## src/sv/tli_ram.sv

```systemverilog
// Generic single-write, single-read RAM with registered read data.
module tli_ram #(
	parameter int WIDTH = 8,
	parameter int DEPTH = 16
) (
	input  logic                     clk,
	input  logic                     we,
	input  logic [$clog2(DEPTH)-1:0] waddr,
	input  logic [WIDTH-1:0]         wdata,
	input  logic [$clog2(DEPTH)-1:0] raddr,
	output logic [WIDTH-1:0]         rdata
);

	logic [WIDTH-1:0] mem [DEPTH];
	logic [WIDTH-1:0] rdata_q;

	always_ff @(posedge clk) begin
		if (we) begin
			mem[waddr] <= wdata;
		end
		rdata_q <= mem[raddr];
	end

	assign rdata = rdata_q;

endmodule

```

## config.mk

```make
export PLATFORM = sky130hd
export DESIGN_NAME = tli_ram
export DESIGN_NICKNAME = d
export VERILOG_FILES = /design/src/sv/tli_ram.sv
export SDC_FILE = /design/constraint.sdc
export NUM_CORES = 1
export LEC_CHECK = 0
export BUFFER_PORTS_ARGS = -buffer_cell sky130_fd_sc_hd__buf_2
export CAP_MARGIN = 40
export CORE_ASPECT_RATIO = 0.5
export CORE_MARGIN = 5
export CORE_UTILIZATION = 50
export DETAILED_ROUTE_END_ITERATION = 12
export PLACE_DENSITY = 0.67
export SYNTH_ARGS = -nofsm -noshare
export SYNTH_HDL_FRONTEND = slang
export SYNTH_SLANG_ARGS = --single-unit
```

## constraint.sdc

```tcl
create_clock -name clk -period 2.6 [get_ports clk]
set_clock_uncertainty 0.15 [all_clocks]
set_input_delay 0.52 -clock clk [delete_from_list [all_inputs] [get_ports clk]]
set_output_delay 0.52 -clock clk [all_outputs]
set_load 0.01 [all_outputs]
```

-- Word level (Yosys, flattened, before mapping)
Memories as Yosys holds them, arrays and structs flattened. A register that Yosys moved wholly into a read port is not among the register bits.
Cells that the tools add are included.
- input bits: 18
- word-level logic and storage cells: 3
- bits in registers: 0
- RAM bits: 128
- output and inout port bits: 8
- memories: 1
- memories (name ; words ; bits a word ; rd ports ; clocked after Yosys merged registers in ; write ports ; line ; text):
    mem ; 16 ; 8 ; 1 ; 1 ; 1 ; 14 ; logic [WIDTH-1:0] mem [DEPTH];
- multiplexer cells: 2
- operators by type and width (operator ; number):
    $mux W1 ; 2

-- Logic depth before layout (Yosys ltp)
Gate-level depths: netlist of run 1.
- word-level depth: 2
- mapped depth: 5

-- Worst setup path before layout of run 1
OpenSTA, ideal clock, no wires.
- kind: input to register
- start point: input port waddr[2]
- end point: memory mem[0][0] (enable)
- slack: 0.437 ns
- setup time: 0.383 ns
- buffers on the path: 0
- stages on the path: 2
- arrival: 1.630 ns
- required time: 2.067 ns
- path through: or3b_2 nor3_1
- RTL lines (element ; line ; text):
    start, declared ; 8 ; input logic [$clog2(DEPTH)-1:0] waddr,
    end, declared ; 14 ;
Straight into the memory's write port.

==> summary.txt, run 1 <==
Critical path
  – CP required: 2.74 ns
  – Worst R2R Start: mem[3][7]
  – RR Endpoint: rdata[7]
  – CP Max Fanout: 15
  – Crit path max-delay cell type: buf_2
  – Crit path kind: in -> reg
  – CP Launch Point: raddr[1]
  – Slowest stage delay, CP: 0.37 ns
  – Worst Reg2Reg Path Length in Cells: 3
  – Worst setup SP type: input pin
  – Crit path arrival time: roughly 1.9 ns
  – Reg2Reg Setup Slack: 1.00 ns
  – Worst Setup End Kind: register
  – Critical Path End: rdata[1]
  – Worst path cell trace: buf_2, buf_4, mux4_1, a22oi_1, nand2_1

Run
  – MaxCap Viol Count: 0

Clocking
  – TritonCTS buffer count: 17
  – Clock sink total: 136
  – PostCTS Resize Cnt: 0
  – CTS tree: built
  – Worst-Skew Late Latency: 0.41 ns
  – Cts hold-fix bufs: 0
  – Post-CTS setup buffer count: 0
  – H-Tree Depth: 4
  – Bufs on Longest Clock Path: 2
  – CTS clk-pin slew, worst paths: 0.06 ns
  – Clock root cell: clkbuf_16

Synthesis
  – Distinct cells, synth: 19
  – Synth Instances: 229
  – Synth Warn #: 0
  – Synth Cell Area: 5150 um^2
  – Sequential-to-total area share from yosys stat: 77.8%
  – Mapped Nets: approximately 250
  – Syn Area/Cell: 22.5 um^2
  – Synth Register Bits: 136

Cells and area
  – Share of cells above drive strength 1: 31.9%
  – Fill count: 668
  – Area delta synth->final: 20.0%
  – Commonest cells after routing, fill and taps aside: edfxtp_1 (128), buf_2 (25), buf_4 (21)
  – Final #Nets: 303
  – Commonest non-fill, non-tap cell in the layout: edfxtp_1
  – Final cell count without fillers: approximately 440

Global route
  – GRT Util Overall: 18.3%
  – Remaining Overflow, GRT: 0
  – Initial antenna violation count: 1
  – First-pass GRT wire length: about 16000 um
  – Largest net degree at the start of global routing: 30
  – Number of global-route vias before repair: 2535

Floorplanning
  – Core area: 10100 um^2
  – Die Ht: 81.7 um
  – Die W: 153 um
  – Initial Utilization: approximately 51%
  – Rows: 26
  – Die ar.: 12500 um^2
  – Boundary Pins: 26

Power
  – Peak supply drop: around 490 uV
  – Leakage power: ~0.0021 uW
  – Pwr dens: 852 nW/um^2
  – Total power: 5260 uW

STA
  – Final-report setup violation count: 0
  – Worst Tran Pin Value: 0.450 ns
  – Crit share post-route: 68.9%
  – TNS Setup: 0 ns
  – Peak Freq: 559 MHz
  – Min Clock Period, post-route: roughly 1.8 ns
  – Slew Viols, Final: 0
  – RSZ-0062 raised after global routing: no
  – Final hold violations: 0
  – Worst relative slew slack: 70.0%

Hold path
  – Hold WC Path Type: in -> reg
  – HP Start: wdata[1]

Place
  – Port Buffers: 25
  – Hpwl dp: between 6000 and 7000 um
  – RD Place Congestion: 0.821
  – DP Cell Count: around 400

Routing
  – Residual DRC: 0
  – Final ANT Viol Nets: 0
  – Final Routed Wirelength: between 10000 and 15000 um
  – DR vias: about 2500
  – Via density: 5.70
  – DRT Pass-1 Iters: 4
  – WL/cell: 23.9 um
  – DRT iter0 DRCs: 231

Status
  – Status: complete, no violations
## metal layers
layer	share of wire (%)	track usage, %	up-vias
met5	0	0	-
met2	47	27.7	90
met4	1.2	6.61	0
met1	44	25.2	1313
li1	-	-	1088
met3	8.0	6.16	12
## critical path: cells and delay by family
kind / cells / cell delay [ns]
muxes: 1 / 0.31
and+or+nand+nor: 1 / 0.10
buffers and inverters: 2 / 0.68
AOI/OAI and AO/OA: 1 / 0.31
## flip-flops by register name, indices dropped and copies added (netlist names)
register / flops
mem: 128
rdata: 8
## layout make-up
cell class	count	area [um^2]	share of cell area, %
Multi-Input combinational cell	83	1060	17.1
Sequential cell	136	4000	64.8
Antenna cell	1	2.50	0.0405
Clock inverter	15	208	3.36
Timing Repair Buffer	47	303	4.90
Clock buffer	17	425	6.89
Tap cell	140	175	2.84
## kinds of logic (layout without fill, tap and decap cells)
family | Yosys count | after routing | share of synthesized area [%]
flops | 136 | 136 | 77.8
mux | 32 | 32 | 15.0
compound gates | 16 | 16 | 2.33
other cells | 0 | 1 | 0
simple gates | 35 | 35 | 3.18
buf+inv | 10 | 79 | 1.68
## per-stage QoR
step / instance area (um^2) / util (%) / worst slack, ns / hold slack [ns]
finish: 6170 / 61.0 / 0.810 / 0.339
floorplan: 5150 / - / 0.437 / 0.469
global route: 6170 / 61.0 / 0.722 / 0.333
global placement: 5540 / 54.7 / 0.434 / 0.501
detailed placement: 5540 / 54.7 / 0.402 / 0.519
CTS: 6170 / 61.0 / 0.849 / 0.326
## synthesized netlist by cell type
cell | instances | area share, %
a22oi_1 | 16 | 2.3
and2_1 | 1 | 0.12
and2b_1 | 1 | 0.15
buf_2 | 3 | 0.29
buf_4 | 1 | 0.15
buf_6 | 3 | 0.66
clkdlybuf4s25_2 | 3 | 0.58
dfxtp_1 | 8 | 3.1
edfxtp_1 | 128 | 75
mux4_1 | 14 | 7.1
mux4_2 | 18 | 7.9
nand2_1 | 9 | 0.66
nand2b_1 | 2 | 0.24
nand3_1 | 1 | 0.097
nand3b_1 | 2 | 0.29
nor2_1 | 13 | 0.95
nor2b_1 | 1 | 0.12
nor3_1 | 4 | 0.39
or3b_2 | 1 | 0.17
## power by group
| group | internal, uW | leakage (uW) | switching, uW | total [uW] |
|---|---|---|---|---|
| Sequential | 2450 | 0.00122 | 17.1 | 2470 |
| Clock | 1680 | 0.000301 | 869 | 2550 |
| Combinational | 99.5 | 0.000591 | 137 | 236 |
## worst min-delay path by stage
stage	endpoint	cells after the start
2_1_floorplan	mem[0][0]	0
3_3_place_gp	rdata[6]	3
3_5_place_dp	rdata[3]	3
4_1_cts	mem[6][5]	1
5_1_grt	mem[6][1]	1
6_report	mem[6][1]	1
Note: power is estimated with default switching activity, not from simulation.
==> inputs of run 2 (changes only) <==
PLACE_DENSITY = 0.7   (was 0.67)
clock period = 1.55 ns   (was 2.6 ns; I/O delays follow)
==> summary.txt, run 2 (same netlist as run 1, synthesis figures left out) <==
Status
  – Status: complete, no violations

STA
  – Final hold violations: 0 (unchanged)
  – Final hold slack: 0.131 ns (-0.207 ns)
  – Min Clock Period, post-route: 1.53 ns
  – Final-report setup violation count: 0 (unchanged)
  – TNS Setup: 0 ns (unchanged)
  – Worst setup margin: 0.0210 ns (-0.789 ns)
  – Worst relative slew slack: 41.5% (-29 points)
  – Peak Freq: 654 MHz
  – Slew Viols, Final: 0 (unchanged)
  – Crit share post-route: 98.6%
  – RSZ-0062 raised after global routing: yes
  – Worst Tran Pin Value: 0.874 ns (+0.424 ns)

Clocking
  – Clock sink total: 136 (unchanged)
  – Clock root cell: clkbuf_16
  – H-Tree Depth: 4 (unchanged)
  – CTS clk-pin slew, worst paths: 0.06 ns (about the same)
  – CTS tree: built
  – Bufs on Longest Clock Path: 2 (unchanged)
  – Cts hold-fix bufs: 0 (unchanged)
  – TritonCTS buffer count: 17 (unchanged)
  – Worst-Skew Late Latency: 0.42 ns (about the same)

Power
  – Pwr dens: 1280 nW/um^2 (+51%)
  – Leakage power: 0.00219 uW (+3.4%)
  – Clk pwr share: 43.6% (-5.0 points)
  – Switching power: 1690 uW (+65%)
  – Sw frac: 20.6% (+1.2 points)
  – Pint: 6510 uW (+54%)
  – Combinational Power Share: 5.9% (+1.4 points)
  – Part of the power in registers: 50.5% (+3.6 points)
  – Peak supply drop: 742 uV (+51%)

Cells and area
  – Max FFs per register: 128 (unchanged)
  – Commonest cells after routing, fill and taps aside: edfxtp_1 (128), buf_4 (33), buf_2 (24)
  – Share of cells above drive strength 1: 40.6% (+8.7 points)
  – Final #Nets: 323 (+6.6%)
  – Biggest register: mem
  – Reg area: 4000 um^2 (unchanged)
  – Commonest non-fill, non-tap cell in the layout: edfxtp_1
  – Antenna Cells: 0 (-1)
  – Fill count: 657 (-1.6%)
  – Multi-input gate area: 1120 um^2 (+6.0%)
  – Final cell count without fillers: 458 (+4.3%)
  – Area delta synth->final: 24.0%

Critical path
  – CP required: 1.70 ns (-1.04 ns)
  – Worst setup SP type: input pin
  – Crit path kind: in -> reg
  – Worst Reg2Reg Path Length in Cells: 4 (+1)
  – Crit path arrival time: 1.68 ns (-0.25 ns)
  – CP Max Fanout: 11 (-4)
  – Worst Setup End Kind: register

Global route
  – GRT Util Overall: 18.3% (+0.044 points)
  – Largest net degree at the start of global routing: 23 (-23%)
  – First-pass GRT wire length: 15800 um (+0.26%)
  – Initial antenna violation count: 0 (-1)
  – Number of global-route vias before repair: 2584 (+1.9%)
  – Remaining Overflow, GRT: 0 (unchanged)

Routing
  – DRT Pass-1 Iters: 4 (unchanged)
  – Final Routed Wirelength: 10800 um (+3.1%)
  – DRT iter0 DRCs: 192 (-17%)
  – WL/cell: 23.6 um (-1.2%)
  – DR vias: 2581 (+3.1%)
  – Residual DRC: 0 (unchanged)
  – Final ANT Viol Nets: 0 (unchanged)
  – Via density: 5.64 (-1.2%)

Floorplanning
  – Initial Utilization: 50.9% (unchanged)
  – Die Ht: 81.7 um (unchanged)
  – Die ar.: 12500 um^2 (unchanged)
  – Rows: 26 (unchanged)
  – Core area: 10100 um^2 (unchanged)
  – Boundary Pins: 26 (unchanged)
  – Die W: 153 um (unchanged)

Hold path
  – Hold WC Path Type: in -> reg
  – WHS Path Cells: 1 (unchanged)

Place
  – RD Place Congestion: 0.800 (-2.5%)
  – Port Buffers: 25 (unchanged)
  – DP Cell Count: 419 (+3.2%)
  – Pre-CTS setup slack: -0.512 ns (-0.914 ns)
  – Hpwl dp: 6410 um (-2.0%)

Run
  – MaxCap Viol Count: 0 (unchanged)
==> run 2: repair_timing <==
item | 4_1_cts | 5_1_grt
endpoints found under the setup margin | 4 | 7
pin swaps | 1 | 3
gates cloned | 0 | 1
resized for setup | 5 | 9
setup buffers | 0 | 6
==> run 2: critical path, cell delays in order <==
cell and delay [ns]:
clkbuf_4 0.18, buf_12 0.16, buf_4 0.14, mux4_2 0.51
a22oi_2 0.28, nand2_1 0.10
==> run 2: path summary, 6_finish.rpt <==
check | startpoint | endpoint | slack [ns]
worst max register to register | mem[3][6] | rdata[6] | 0.05
worst min-delay path | wdata[2] | mem[10][2] | 0.13
worst max-delay path | raddr[0] | rdata[2] | 0.02
worst min register to register | mem[15][3] | rdata[3] | 0.53
==> run 2: layout make-up <==
type                    instances  area share [%]
clock buffers                  21            6.90
clock inverters                11            1.29
multi-input cells              83            17.6
flip-flops and latches        136            62.7
well taps                     140            2.74
repair buffers                 67            8.78
==> run 2: power by group through the flow <==
stage	clock network [uW]	registers (uW)	logic (uW)
finish	3570	4140	488
global route	3790	4150	521
CTS	3610	4140	458
detailed placement	0	4210	445
global placement	0	4210	434
floorplan	0	4220	216
==> run 2: per-stage QoR <==
step | instance area (um^2) | power [uW] | utilization (%)
floorplan | 5190 | 4430 | -
global placement | 5760 | 4640 | 56.9
detailed placement | 5760 | 4660 | 56.9
CTS | 6300 | 8210 | 62.3
global route | 6380 | 8460 | 63.1
finish | 6380 | 8200 | 63.1
==> run 2: metal layers <==
| layer | wire, um | track usage (%) | vias up | share of wire (%) |
|---|---|---|---|---|
| met2 | 5220 | 29.7 | 104 | 48 |
| met1 | 4610 | 23.5 | 1330 | 43 |
| met5 | 0 | 0 | - | 0 |
| met3 | 815 | 6.00 | 20 | 7.5 |
| met4 | 174 | 7.05 | 0 | 1.6 |
| li1 | - | - | 1127 | - |
